### config.mk
export PLATFORM = sky130hd
export DESIGN_NAME = hlmt_csr
export DESIGN_NICKNAME = d
export VERILOG_FILES = /design/src/hlmt_pkg.sv /design/src/hlmt_csr.sv
export SDC_FILE = /design/constraint.sdc
export NUM_CORES = 1
export LEC_CHECK = 0
export ABC_AREA = 1
export BUFFER_PORTS_ARGS = -buffer_cell sky130_fd_sc_hd__buf_2
export CAP_MARGIN = 20
export CORE_MARGIN = 3
export CORE_UTILIZATION = 38
export DETAILED_ROUTE_END_ITERATION = 7
export PLACE_DENSITY = 0.93
export SYNTH_ARGS = -nofsm -noshare
export SYNTH_HDL_FRONTEND = slang
export SYNTH_SLANG_ARGS = --single-unit
### constraint.sdc
create_clock -name clock -period 2.5 [get_ports clock]
set_clock_uncertainty 0.15 [all_clocks]
set_input_delay 0.25 -clock clock [delete_from_list [all_inputs] [get_ports clock]]
set_output_delay 0.25 -clock clock [all_outputs]
set_load 0.005 [all_outputs]
### src/hlmt_pkg.sv
// ----------------------------------------------------------------------------
// hlmt_pkg
// Shared constants, codes and controller/datapath interface types.
// ----------------------------------------------------------------------------
`default_nettype none

package hlmt_pkg;

   localparam int MAX_POSITIONS_DEF = 4096;
   localparam int MAX_MARKERS_DEF   = 4096;
   localparam int MAX_SIDE_DEF      = 64;

   localparam int FIELD_W    = 12;
   localparam int CFG_W      = 7;
   localparam int ROW_OUT_W  = 6;
   localparam int STATUS_W   = 3;
   localparam int REQ_W      = 2;
   localparam int CSR_ADDR_W = 3;
   localparam int CSR_DATA_W = 32;

   localparam logic [CFG_W-1:0] SIDE_RESET = 7'd5;

   localparam logic REG_ROWS = 1'b0;
   localparam logic REG_COLS = 1'b1;

   typedef enum logic [REQ_W-1:0] {
      REQ_CLEAR = 2'd0,
      REQ_ADD   = 2'd1,
      REQ_SCAN  = 2'd2
   } req_code_type;

   typedef enum logic [STATUS_W-1:0] {
      STAT_OK        = 3'd0,
      STAT_DUPLICATE = 3'd1,
      STAT_RANGE     = 3'd2,
      STAT_FULL      = 3'd3,
      STAT_PAST_END  = 3'd4
   } status_type;

   typedef enum logic [3:0] {
      ST_RST_SWEEP,
      ST_IDLE,
      ST_CLR_SWEEP,
      ST_CLR_EMIT,
      ST_ADD_RD,
      ST_ADD_WR,
      ST_SCAN_START,
      ST_SCAN_END,
      ST_COL_A,
      ST_COL_B,
      ST_COL_C,
      ST_COL_D,
      ST_COL_E,
      ST_SCAN_FIN
   } state_type;

   typedef enum logic [2:0] {
      EM_CLEAR,
      EM_ADD,
      EM_PAST_END,
      EM_PEND,
      EM_FINAL
   } emit_type;

   typedef enum logic [1:0] {
      AS_A,
      AS_B,
      AS_C
   } addr_sel_type;

   typedef struct packed {
      logic         sweep_en;
      logic         clear_state;
      logic         add_load;
      logic         add_commit;
      logic         scan_start;
      logic         addr_load;
      addr_sel_type addr_sel;
      logic         latch_m1;
      logic         latch_m2;
      logic         col_step;
      logic         pend_store;
      logic         emit;
      emit_type     emit_kind;
   } cmd_type;

   typedef struct packed {
      logic sweep_last;
      logic out_free;
      logic past_end;
      logic hit;
      logic pend_valid;
      logic last_col;
   } stat_type;

endpackage

`default_nettype wire

### src/hlmt_csr.sv
// ----------------------------------------------------------------------------
// hlmt_csr
// Lattice size registers behind the APB-style configuration port.
// ----------------------------------------------------------------------------
`default_nettype none

module hlmt_csr (
   input  logic                              clock,
   input  logic                              reset,
   input  logic                              psel,
   input  logic                              penable,
   input  logic                              pwrite,
   input  logic [hlmt_pkg::CSR_ADDR_W-1:0]   paddr,
   input  logic [hlmt_pkg::CSR_DATA_W-1:0]   pwdata,
   output logic [hlmt_pkg::CSR_DATA_W-1:0]   prdata,
   output logic                              pready,
   output logic [hlmt_pkg::CFG_W-1:0]        rows_cfg,
   output logic [hlmt_pkg::CFG_W-1:0]        cols_cfg
);

   logic [hlmt_pkg::CFG_W-1:0] rows_ff;
   logic [hlmt_pkg::CFG_W-1:0] rows_in;
   logic [hlmt_pkg::CFG_W-1:0] cols_ff;
   logic [hlmt_pkg::CFG_W-1:0] cols_in;
   logic                       wr_en;

   assign wr_en = psel && penable && pwrite;

   always_comb begin
      rows_in = rows_ff;
      cols_in = cols_ff;
      if (wr_en && paddr[2] == hlmt_pkg::REG_ROWS) begin
         rows_in = pwdata[hlmt_pkg::CFG_W-1:0];
      end
      if (wr_en && paddr[2] == hlmt_pkg::REG_COLS) begin
         cols_in = pwdata[hlmt_pkg::CFG_W-1:0];
      end
   end

   always_ff @(posedge clock) begin
      if (reset) begin
         rows_ff <= hlmt_pkg::SIDE_RESET;
         cols_ff <= hlmt_pkg::SIDE_RESET;
      end else begin
         rows_ff <= rows_in;
         cols_ff <= cols_in;
      end
   end

   assign prdata   = (paddr[2] == hlmt_pkg::REG_COLS) ?
                     hlmt_pkg::CSR_DATA_W'(cols_ff) : hlmt_pkg::CSR_DATA_W'(rows_ff);
   assign pready   = 1'b1;
   assign rows_cfg = rows_ff;
   assign cols_cfg = cols_ff;

endmodule

`default_nettype wire

### Yosys cells after proc, flatten, opt, wreduce, memory -nomap -nowiden

Index checks and enable logic that the tools add are counted.

| storage, ports and cells | value |
|---|---|
| bits in registers | 14 |
| bits of input ports | 40 |
| word-level logic and storage cells | 8 |

| operators by class | value |
|---|---|
| mux-type cells | 1 |
| bitwise logic cells | 1 |
| reduce and logical (&&, ||, !) cells | 4 |

Operators with widths:

| operator | count |
|---|---|
| $mux 7 | 1 |
| $logic_and 1x1->1 | 4 |
| $not 1->1 | 1 |

### Logic depth before layout (Yosys ltp)

| depth | value |
|---|---|
| depth after elaboration | 3 |
| mapped depth | 6 |
| mapped depth without buffers | 5 |

### Least setup slack after synthesis

OpenSTA, ideal clock, no wires.

| timing | value |
|---|---|
| path type | input-to-reg |
| from | in psel |
| to | reg rows_ff, in the netlist rows_cfg[4] |
| setup time | 113 ps |
| data arrival time | 768 ps |
| required time | 2237 ps |
| slack | 1470 ps |
| cell stages on the path | 6 |
| path buffers | 1 |
| cell sequence | nand2_1 -> nor2_1 -> buf_2 -> nand3_1 -> nand2_1 -> nor2_1 |

| between the ends | value |
|---|---|
| cells in the longest elaborated chain, start to end | 3 |

Ends and longest elaborated chain:

| what | line | source |
|---|---|---|
| start, declared | hlmt_csr.sv:10 | `input logic psel,` |
| $logic_and 1x1->1 (2 in series) | hlmt_csr.sv:27 | `assign wr_en = psel && penable && pwrite;` |
| $logic_and 1x1->1 | hlmt_csr.sv:32 | `if (wr_en && paddr[2] == hlmt_pkg::REG_ROWS) begin` |
| end signal, assigned | hlmt_csr.sv:42 | `rows_ff <= hlmt_pkg::SIDE_RESET;` |
| end signal, assigned | hlmt_csr.sv:45 | `rows_ff <= rows_in;` |
| end, declared | hlmt_csr.sv:21 | `logic [hlmt_pkg::CFG_W-1:0] rows_ff;` |

No other way between the ends.
A chain may end at the register's enable or synchronous reset.

### Final worst setup path

| timing | value |
|---|---|
| from | in paddr[2] (netlist name) |
| to | out prdata[3] (netlist name) |

| between the ends | value |
|---|---|
| cells in the longest elaborated chain, start to end | 1 |

Ends and longest elaborated chain:

| what | line | source |
|---|---|---|
| start, declared | hlmt_csr.sv:13 | `input logic [hlmt_pkg::CSR_ADDR_W-1:0] paddr,` |
| $mux 7 | hlmt_csr.sv:50 | `assign prdata = (paddr[2] == hlmt_pkg::REG_COLS) ?` |
| end, declared | hlmt_csr.sv:15 | `output logic [hlmt_pkg::CSR_DATA_W-1:0] prdata,` |

No other way between the ends.

==> results.md <==
- Relative slew slack: 46.9%
- Gpl congestion: 0.705
- Cell Area, Synth: 867 µm²
- Unique masters post-synth: 13
- Clk Latency, worst-skew pair: ~270 ps
- Avg Cell Area, Syn: 6.47 µm²
- Synth-to-Final Area Change: 12.1%
- Synth Area in Adders: 0%
- Post-Place Setup Slack: a little over 900 ps
- WS Path Type: in -> out
- Max_cap viols: 0
- Outcome: finished, final reports clean
- Final setup margin: approximately 1100 ps
- Internal: 346 µW
- Clk network pwr share: 34.3%
- Sw frac: 26.9%
- Pwr/cell area: 487 mW/mm²
- Initial core utilization: 42.1%
- Synth Area in XOR/XNOR: 0%
- Post-CTS sizing: 0
- NetSw: approximately 130 µW
- Post-CTS setup buffers: 0
- Startpoint class of the critical path: input port
- CTS Buffer Depth: 2
- CP delay by family, top: buffers and inverters
- Final ANT Viol Nets: 0
- Sequential Power Share: 49.9%
- Vias: 820
- Worst-path fanout max: 15
- Diode count: 0
- Vias in the first global route: ~660
- Endpoint class of the critical path: primary output
- Top sig layer: met4
- # nets final: 206
- Worst path slowest cell: buf_2
- Clk root buf: clkbuf_4
- #FFs+latches synth: 14
- RSZ-0062 raised after global routing: false
- Tightest Pin Transition: 793 ps
- WL met1: between 700 and 800 µm
- Hold Vio Cnt, Final: 0
- Non-Filler Instances: 192
- Hold buffers post-CTS: 0
- Hold path depth: 3
- Setup TNS Final: 0 ps
- I/O pin count: slightly below 90
- WP data arrival: 1000 ps
- Leakage power: just under 0.0006 µW
- First-pass GRT wire length: 2.86 mm
- Sink Count: 14
- Count leader, synth: nand2_1
- Max rail drop VDD: 220 µV
- Post-synthesis mux area share: 0%
- DPL Wire Length: 1.40 mm
- Synth Area in Compound Gates: 0%
- Share of cells above drive strength 1: 24.2%
- Comb pwr share: 15.8%
- Drt pass-1 iters: 4
- Final WL: 1.91 mm
- Sequential element share of the synthesized area: between 30% and 40%
- Chip height: 53.8 µm
- Port bufs: 33
- Tot GR Track Use: 13.6%
- Clk slew on worst S/H paths: about 90 ps
- Crit share post-route: 56.1%
- Chip width: 53.8 µm
- Worst hold path type: in -> reg
- H-tree levels: 1
- Fraction of registers with async set/reset: 0%
- Worst EP required: 2100 ps
- Top cells by area, synth: dfxtp_1 (32%), buf_4 (23%), nand2_1 (18%)
- Number of flops mapped to enable cells by yosys: 0
- CP Buf/Inv Count: 3
- Yosys Warn Count: 0
- GRT overflow: 0
- Yosys top cell by area: dfxtp_1
- Synth Area in Simple Gates: 38.0%
- Syn Inst Count: 134
- Top post-synthesis cells by count: nand2_1 (42), buf_4 (26), nor2_1 (21), nand3_1 (15), dfxtp_1 (14)
- Met3 WL: 188 µm
- Die Area: 0.00289 mm²
- Power Total: roughly 470 µW
- Cell depth of the worst setup path: 5
- Slew Viols, Final: 0
- Cells along the critical path: buf_2 > inv_2 > nand2_1 > nand2_1 > buf_2
- Via density: 4.27
- Initial antenna violation count: 0
- DRT iter0 DRCs: 10
- DRC Markers: 0
- Ys flop type: dfxtp_1
- Crit path time final: ~1400 ps
- Share of the synthesized area in the top cell type: 32.3%
- Per-cell routed wire length: 9.92 µm
- Core area: 0.00206 mm²
- Largest net degree at the start of global routing: 16
- Final setup vio count: 0
- Fmax: 713 MHz
- Largest family of logic cells by synthesized area: simple AND/OR/NAND/NOR gates
- TritonCTS Buffers: 3
- R2R cell count: 2
- TritonCTS clock tree: built
- Rows: 16
- Routed met2 length: approximately 910 µm
- Max incr delay on CP: 270 ps
- Placed Instances: 188
## kinds of logic (layout without fill, tap and decap cells)
logic type,after synthesis,count (layout)
flip-flops,14,14
buffers and inverters,38,45
AND/OR/NAND/NOR,80,80
other,2,26
## state kept, by name, indices dropped and copies added (netlist names)
signal / count
rows_cfg: 7
cols_cfg: 7
## layout make-up
type                            instances  area (µm²)
Clock buffer                            4        36.3
Multi-Input combinational cell        106         427
Fill cell                             243        1090
Tap cell                               27        33.8
Timing Repair Buffer                   33         165
Sequential cell                        14         280
Inverter                                8        30.0
## routing by layer
| layer | up-vias | track usage, % |
|---|---|---|
| li1 | 416 | - |
| met1 | 361 | 16.8 |
| met2 | 41 | 22.6 |
| met3 | 2 | 2.49 |
| met4 | 0 | 6.38 |
| met5 | - | 0 |
## power groups by stage
stage	Clock, µW	Sequential [µW]	Combinational, µW
floorplan	0	242	74.9
finish	162	236	74.7
global placement	0	241	72.8
detailed placement	0	242	74.1
CTS	173	236	74.4
global route	176	238	86.9
## placed cells by master (no fill, tap or decap)
cell | Yosys | final
clkbuf_8 | 0 | 1
nor2_4 | 1 | 1
dfxtp_1 | 14 | 14
nand2_1 | 42 | 42
buf_2 | 2 | 33
nand3_1 | 15 | 15
conb_1 | 2 | 26
nor2_1 | 21 | 21
inv_2 | 1 | 1
clkbuf_4 | 0 | 3
nor2_2 | 1 | 1
inv_1 | 7 | 7
## final timing paths
check                            from                  endpoint  slack (ps)
min reg2reg  cols_cfg[2]$_SDFFE_PP1P_  cols_cfg[2]$_SDFFE_PP1P_         340
min                         pwdata[2]  cols_cfg[2]$_SDFFE_PP1P_          50
max reg2reg  cols_cfg[0]$_SDFFE_PP1P_  cols_cfg[0]$_SDFFE_PP1P_        1760
max                          paddr[2]                 prdata[3]        1100
## tightest hold or removal path, delay by kind of cell
| family | cells | cell delay (ps) |
|---|---|---|
| and+or+nand+nor | 2 | 110 |
| buffers and inverters | 1 | 90 |
## metrics by stage
step | util [%] | area [µm²] | hold slack [ps]
CTS | 47.1 | 972 | 36.7
global placement | 45.4 | 936 | 316
floorplan | - | 957 | 226
global route | 47.1 | 972 | 47.6
finish | 47.1 | 972 | 52.6
detailed placement | 45.4 | 936 | 321
No activity file was read; power rests on OpenSTA's default activity.
