$ cat src/hlmt_pkg.sv
// ----------------------------------------------------------------------------
// hlmt_pkg
// Shared constants, codes and controller/datapath interface types.
// ----------------------------------------------------------------------------
`default_nettype none

package hlmt_pkg;

   localparam int MAX_POSITIONS_DEF = 4096;
   localparam int MAX_MARKERS_DEF   = 4096;
   localparam int MAX_SIDE_DEF      = 64;

   localparam int FIELD_W    = 12;
   localparam int CFG_W      = 7;
   localparam int ROW_OUT_W  = 6;
   localparam int STATUS_W   = 3;
   localparam int REQ_W      = 2;
   localparam int CSR_ADDR_W = 3;
   localparam int CSR_DATA_W = 32;

   localparam logic [CFG_W-1:0] SIDE_RESET = 7'd5;

   localparam logic REG_ROWS = 1'b0;
   localparam logic REG_COLS = 1'b1;

   typedef enum logic [REQ_W-1:0] {
      REQ_CLEAR = 2'd0,
      REQ_ADD   = 2'd1,
      REQ_SCAN  = 2'd2
   } req_code_type;

   typedef enum logic [STATUS_W-1:0] {
      STAT_OK        = 3'd0,
      STAT_DUPLICATE = 3'd1,
      STAT_RANGE     = 3'd2,
      STAT_FULL      = 3'd3,
      STAT_PAST_END  = 3'd4
   } status_type;

   typedef enum logic [3:0] {
      ST_RST_SWEEP,
      ST_IDLE,
      ST_CLR_SWEEP,
      ST_CLR_EMIT,
      ST_ADD_RD,
      ST_ADD_WR,
      ST_SCAN_START,
      ST_SCAN_END,
      ST_COL_A,
      ST_COL_B,
      ST_COL_C,
      ST_COL_D,
      ST_COL_E,
      ST_SCAN_FIN
   } state_type;

   typedef enum logic [2:0] {
      EM_CLEAR,
      EM_ADD,
      EM_PAST_END,
      EM_PEND,
      EM_FINAL
   } emit_type;

   typedef enum logic [1:0] {
      AS_A,
      AS_B,
      AS_C
   } addr_sel_type;

   typedef struct packed {
      logic         sweep_en;
      logic         clear_state;
      logic         add_load;
      logic         add_commit;
      logic         scan_start;
      logic         addr_load;
      addr_sel_type addr_sel;
      logic         latch_m1;
      logic         latch_m2;
      logic         col_step;
      logic         pend_store;
      logic         emit;
      emit_type     emit_kind;
   } cmd_type;

   typedef struct packed {
      logic sweep_last;
      logic out_free;
      logic past_end;
      logic hit;
      logic pend_valid;
      logic last_col;
   } stat_type;

endpackage

`default_nettype wire

$ cat src/hlmt_ctrl.sv
// ----------------------------------------------------------------------------
// hlmt_ctrl
// Sequencer for table sweeps, match loads and band scans.
// ----------------------------------------------------------------------------
`default_nettype none

module hlmt_ctrl (
   input  logic                          clock,
   input  logic                          reset,
   input  logic                          req_valid,
   output logic                          req_ready,
   input  logic [hlmt_pkg::REQ_W-1:0]    req_type,
   input  hlmt_pkg::stat_type            stat,
   output hlmt_pkg::cmd_type             cmd
);

   hlmt_pkg::state_type state_ff;
   hlmt_pkg::state_type state_in;

   always_ff @(posedge clock) begin
      if (reset) begin
         state_ff <= hlmt_pkg::ST_RST_SWEEP;
      end else begin
         state_ff <= state_in;
      end
   end

   always_comb begin
      state_in  = state_ff;
      cmd       = '0;
      req_ready = 1'b0;
      case (state_ff)
         hlmt_pkg::ST_RST_SWEEP: begin
            cmd.sweep_en = 1'b1;
            if (stat.sweep_last) begin
               state_in = hlmt_pkg::ST_IDLE;
            end
         end
         hlmt_pkg::ST_IDLE: begin
            req_ready = 1'b1;
            if (req_valid) begin
               case (req_type)
                  hlmt_pkg::REQ_CLEAR: begin
                     cmd.clear_state = 1'b1;
                     state_in        = hlmt_pkg::ST_CLR_SWEEP;
                  end
                  hlmt_pkg::REQ_ADD: begin
                     cmd.add_load = 1'b1;
                     state_in     = hlmt_pkg::ST_ADD_RD;
                  end
                  hlmt_pkg::REQ_SCAN: begin
                     state_in = hlmt_pkg::ST_SCAN_START;
                  end
                  default: begin
                     state_in = hlmt_pkg::ST_IDLE;
                  end
               endcase
            end
         end
         hlmt_pkg::ST_CLR_SWEEP: begin
            cmd.sweep_en = 1'b1;
            if (stat.sweep_last) begin
               state_in = hlmt_pkg::ST_CLR_EMIT;
            end
         end
         hlmt_pkg::ST_CLR_EMIT: begin
            if (stat.out_free) begin
               cmd.emit      = 1'b1;
               cmd.emit_kind = hlmt_pkg::EM_CLEAR;
               state_in      = hlmt_pkg::ST_IDLE;
            end
         end
         hlmt_pkg::ST_ADD_RD: begin
            state_in = hlmt_pkg::ST_ADD_WR;
         end
         hlmt_pkg::ST_ADD_WR: begin
            if (stat.out_free) begin
               cmd.add_commit = 1'b1;
               cmd.emit       = 1'b1;
               cmd.emit_kind  = hlmt_pkg::EM_ADD;
               state_in       = hlmt_pkg::ST_IDLE;
            end
         end
         hlmt_pkg::ST_SCAN_START: begin
            cmd.scan_start = 1'b1;
            state_in = stat.past_end ? hlmt_pkg::ST_SCAN_END : hlmt_pkg::ST_COL_A;
         end
         hlmt_pkg::ST_SCAN_END: begin
            if (stat.out_free) begin
               cmd.emit      = 1'b1;
               cmd.emit_kind = hlmt_pkg::EM_PAST_END;
               state_in      = hlmt_pkg::ST_IDLE;
            end
         end
         hlmt_pkg::ST_COL_A: begin
            cmd.addr_load = 1'b1;
            cmd.addr_sel  = hlmt_pkg::AS_A;
            state_in      = hlmt_pkg::ST_COL_B;
         end
         hlmt_pkg::ST_COL_B: begin
            cmd.addr_load = 1'b1;
            cmd.addr_sel  = hlmt_pkg::AS_B;
            state_in      = hlmt_pkg::ST_COL_C;
         end
         hlmt_pkg::ST_COL_C: begin
            cmd.addr_load = 1'b1;
            cmd.addr_sel  = hlmt_pkg::AS_C;
            cmd.latch_m1  = 1'b1;
            state_in      = hlmt_pkg::ST_COL_D;
         end
         hlmt_pkg::ST_COL_D: begin
            cmd.latch_m2 = 1'b1;
            state_in     = hlmt_pkg::ST_COL_E;
         end
         hlmt_pkg::ST_COL_E: begin
            if (!(stat.hit && stat.pend_valid && !stat.out_free)) begin
               if (stat.hit) begin
                  cmd.pend_store = 1'b1;
                  if (stat.pend_valid) begin
                     cmd.emit      = 1'b1;
                     cmd.emit_kind = hlmt_pkg::EM_PEND;
                  end
               end
               if (stat.last_col) begin
                  state_in = hlmt_pkg::ST_SCAN_FIN;
               end else begin
                  cmd.col_step = 1'b1;
                  state_in     = hlmt_pkg::ST_COL_A;
               end
            end
         end
         hlmt_pkg::ST_SCAN_FIN: begin
            if (stat.out_free) begin
               cmd.emit      = 1'b1;
               cmd.emit_kind = hlmt_pkg::EM_FINAL;
               state_in      = hlmt_pkg::ST_IDLE;
            end
         end
         default: begin
            state_in = hlmt_pkg::ST_IDLE;
         end
      endcase
   end

endmodule

`default_nettype wire

$ cat config.mk
export PLATFORM = sky130hd
export DESIGN_NAME = hlmt_ctrl
export DESIGN_NICKNAME = d
export VERILOG_FILES = /design/src/hlmt_pkg.sv /design/src/hlmt_ctrl.sv
export SDC_FILE = /design/constraint.sdc
export NUM_CORES = 1
export LEC_CHECK = 0
export ABC_CLOCK_PERIOD_IN_PS = 1750
export BUFFER_PORTS_ARGS = -buffer_cell sky130_fd_sc_hd__buf_2
export CAP_MARGIN = 15
export CORE_MARGIN = 2
export CORE_UTILIZATION = 47
export DETAILED_ROUTE_END_ITERATION = 7
export HOLD_SLACK_MARGIN = 0.02
export PLACE_DENSITY = 0.78
export RECOVER_POWER = 25
export SYNTH_ARGS = -nofsm -noshare
export SYNTH_HDL_FRONTEND = slang
export SYNTH_SLANG_ARGS = --single-unit
$ cat constraint.sdc
create_clock -name clock -period 1.75 [get_ports clock]
set_input_delay 0.0875 -clock clock [delete_from_list [all_inputs] [get_ports clock]]
set_output_delay 0.0875 -clock clock [all_outputs]
set_load 0.01 [all_outputs]
; ---- Yosys cells after proc, flatten, opt, wreduce, memory -nomap -nowiden
; Index checks and enable logic that the tools add are counted.
[totals]
register_bits = 4
in_bits = 11
output_inout_bits = 17
wordCells = 60
[classes]
n_eq_ne = 20
mux = 31
n_reduce_logical = 8
[op_table]
columns = operator, count
row1 = $mux W4, 11
row2 = $pmux W4 S11, 1
row3 = $eq A4 B4 Y1 const B, 6
row4 = $pmux W4 S5, 1
row5 = $pmux W3 S3, 2
row6 = $eq A4 B3 Y1 const B, 4
row7 = $mux W1, 10
row8 = $eq A4 B2 Y1 const B, 2
row9 = $ne A2 B2 Y1 const B, 4
row10 = $mux W2, 3
row11 = $mux W6, 1
row12 = $mux W5, 1
row13 = $reduce_and A5 Y1, 1
row14 = $eq A4 B1 Y1 const B, 1
row15 = $logic_not A4 Y1, 1
row16 = $reduce_or A4 Y1, 1
row17 = $mux W3, 1
row18 = $eq A2 B1 Y1 const B, 1
row19 = $eq A2 B2 Y1 const B, 1
row20 = $logic_and A1 B1 Y1, 2
row21 = $logic_not A2 Y1, 1
row22 = $ne A2 B1 Y1 const B, 1
row23 = $reduce_or A2 Y1, 1
row24 = $logic_not A1 Y1, 1

; ---- Logic depth before layout (Yosys ltp)
[depth]
depth_word = 4
depth_mapped = 6
ltp_nobuf = 6

; ---- Worst setup path before layout
; Ideal clock, no wire load.
[synth_path]
kind = reg2out
from = register state_ff[0]
to = output cmd[9] in the netlist's numbering
t_arrival_ps = 1432
setup_slack_ps = 231
path_stages_with_launch = 5
path_buffers = 3
path_cell_list = dfxtp_1 > buf_2 > buf_1 > nor4bb_1 > buf_4
[synth_rtl]
columns = item, line_no
row1 = start: declaration, hlmt_ctrl.sv:17  ; hlmt_pkg::state_type state_ff;
row2 = start signal: assignment, hlmt_ctrl.sv:22  ; state_ff <= hlmt_pkg::ST_RST_SWEEP;
row3 = start signal: assignment, hlmt_ctrl.sv:24  ; state_ff <= state_in;
row4 = end: declaration, hlmt_ctrl.sv:14  ; output hlmt_pkg::cmd_type cmd

==> flow_metrics.tcl <==
set metrics [dict create \
    cts_buffers 3 \
    worst_slack_ns 0.124 \
    min_period_ns 1.63 \
    antenna_found_initial 0 \
    ios 28 \
    ir_drop_mv 0.639 \
    gp_congestion 0.834 \
    synth_edf_count 0 \
    totalWireLength_mm 1.83 \
    dr_total_vias 808 \
    n_antenna_cell 0 \
    largestRegisters "state_ff: 4 flops" \
    cp_cell_sequence "buf_4 > or4b_1 > a21oi_1 > buf_2" \
    hold_viol 0 \
    cts_buffer_depth 2 \
    worst_pin_slew_ns 0.453 \
    synth_area_leaders "dfxtp_1 (12%), ha_1 (7.2%), a21oi_1 (5.1%)" \
    slew_headroom_pct 69.5 \
    max_freq_mhz 615 \
    synth_common_cells "nand2_1 (8), nor2_1 (8), a21oi_1 (7), nor3_1 (6), inv_1 (5)" \
    routed_via_density 5.90 \
    grt-ovfl-total 0 \
    ant_nets 0 \
    die_h_um 42.3 \
    fin_area_um2 863 \
    ys_seq_area_share_pct 11.6 \
    cts_root_buf "clkbuf_4" \
    placed_area_um2 832 \
    die_area_um2 1790 \
    dp_slack_ns 0.0507 \
    grt_pass1_wl_mm 3.11 \
    insertion_delay_ns 0.23 \
    drt_iter0_drc 19 \
    gr-usage-all-layers_pct 21.6 \
    yosys.area.top_type_share_pct 11.6 \
    outcome "completed" \
    setup_tns_ns 0 \
    post-route-util_pct 64.7 \
    largest_reg_flops 4 \
    hold_path.class "primary input to register" \
    drv_slew 0 \
    yosys.area.top_type "dfxtp_1" \
    regMostFlops "state_ff" \
    finalCritPeriodShare_pct 92.9 \
    synth_ff_type "dfxtp_1" \
    start_util_pct 51.8 \
    first_global_vias 778 \
    rsz0062_at_grt "false" \
    synth_area_per_cell_um2 7.43 \
    yosys_warnings 0 \
    cts_tree "done" \
    critPathSlowestCell "or4b_1" \
    slowest_delay_ns 0.51 \
    worstPathRequired_ns 1.66 \
    hpwl_mm 1.36 \
    hold_buffers 0 \
    wl_per_cell_um 13.3 \
    fp.dieW_um 42.3 \
    cp-start-kind "register" \
    synth_cell_types 41 \
    nNetsFinal 139 \
    drcViolationCount 0 \
    fp-row-count 13 \
    powerDensity_nw_per_um2 1430 \
    htree_levels 1 \
    setup_viol 0 \
    core_um2 1330 \
    p_leak_uw 0.000422 \
    firstDrtPassIters 4 \
    synth_nets 108 \
    cp_max_fo 8 \
    synthesis.area_um2 691 \
    areaGrowthSynthToFinish_pct 25.0 \
    syn_inst 93 \
    criticalPathCategory "register to output pin" \
    ys_seq_elements 4 \
    drive_above_1_share_pct 37.7 \
    path_clk_slew_ns 0.04 \
    synthArstFlopShare_pct 0 \
    skew_ns 0.0000527 \
    crit_path_end_kind "output pin" \
    port_buffers 27 \
    grt_max_degree 17 \
    cts_sinks 4 \
    drv_cap 0 \
    cp.arrival_ns 1.54 \
]
==> cell type report <==
cell class	instances	area, um^2
clock buffer	3	22.5
timing repair buffer	36	200
sequential	4	83.8
multi-input combinational	74	519
inverter	5	18.8
fill	129	470
tap	15	18.8
==> layer usage <==
| layer | GRT usage (%) | routed length, um | part of all wire, % |
|---|---|---|---|
| met5 | 0 | 0 | 0 |
| met4 | 10.0 | 15 | 0.82 |
| met3 | 2.59 | 149 | 8.2 |
| met2 | 40.3 | 924 | 51 |
| met1 | 23.8 | 738 | 40 |
==> through the flow <==
step,total power [uW],hold slack [ns],std cells
after global routing,1340,0.0836,137
after floorplan,892,0.160,93
after detailed placement,1080,0.305,133
after global placement,1060,0.298,133
after CTS,1210,0.0688,136
final,1230,0.0772,137
==> cells in the final DEF (no fill, tap or decap), types with 2 or more instances in the layout <==
cell type	count
ha_1	4
nor3b_1	2
buf_4	9
a21oi_1	7
clkbuf_4	3
nand3b_1	2
clkbuf_1	2
buf_2	25
nand2_1	8
nor3_1	6
nand4bb_1	2
o21ai_0	4
and3_1	2
nor2_1	8
inv_1	5
dfxtp_2	3
nand2b_1	2
nor2b_1	3
nor4_1	2
==> critical path: cells and delay by family, from the launching register on <==
kind | cells | cell delay (ns)
buffers and inverters | 2 | 0.31
and+or+nand+nor | 1 | 0.51
AOI/OAI and AO/OA | 1 | 0.16
DFF | 1 | 0.33
==> worst paths after layout <==
kind,startpoint,end,slack [ns],cells after the start
worst max-delay path,state_ff[0],cmd[1],0.12,4
worst min-delay path,reset,state_ff[2],0.08,2
worst max register to register,state_ff[1],state_ff[1],0.14,4
worst min register to register,state_ff[3],state_ff[3],0.60,2
==> cells by family after synthesis <==
logic type | Yosys count | synth area share (%)
AOI/OAI and AO/OA | 24 | 25.7
buffers and inverters | 15 | 13.2
and+or+nand+nor | 46 | 42.2
DFF | 4 | 11.6
adders and majority gates | 4 | 7.25
==> timing repair <==
item	in CTS	in global routing
setup endpoints to repair	1	4
buffers inserted	0	1
resized for setup	1	2
pin swaps	0	1
cloned	0	0
==> power by group <==
part           total (uW)  leakage, uW  switching (uW)  internal (uW)
registers             249    0.0000342             107            142
logic                 869     0.000374             449            420
clock network         114    0.0000138            37.5           76.7
total                1230     0.000422             593            639
Note: power is estimated with default switching activity, not from simulation.
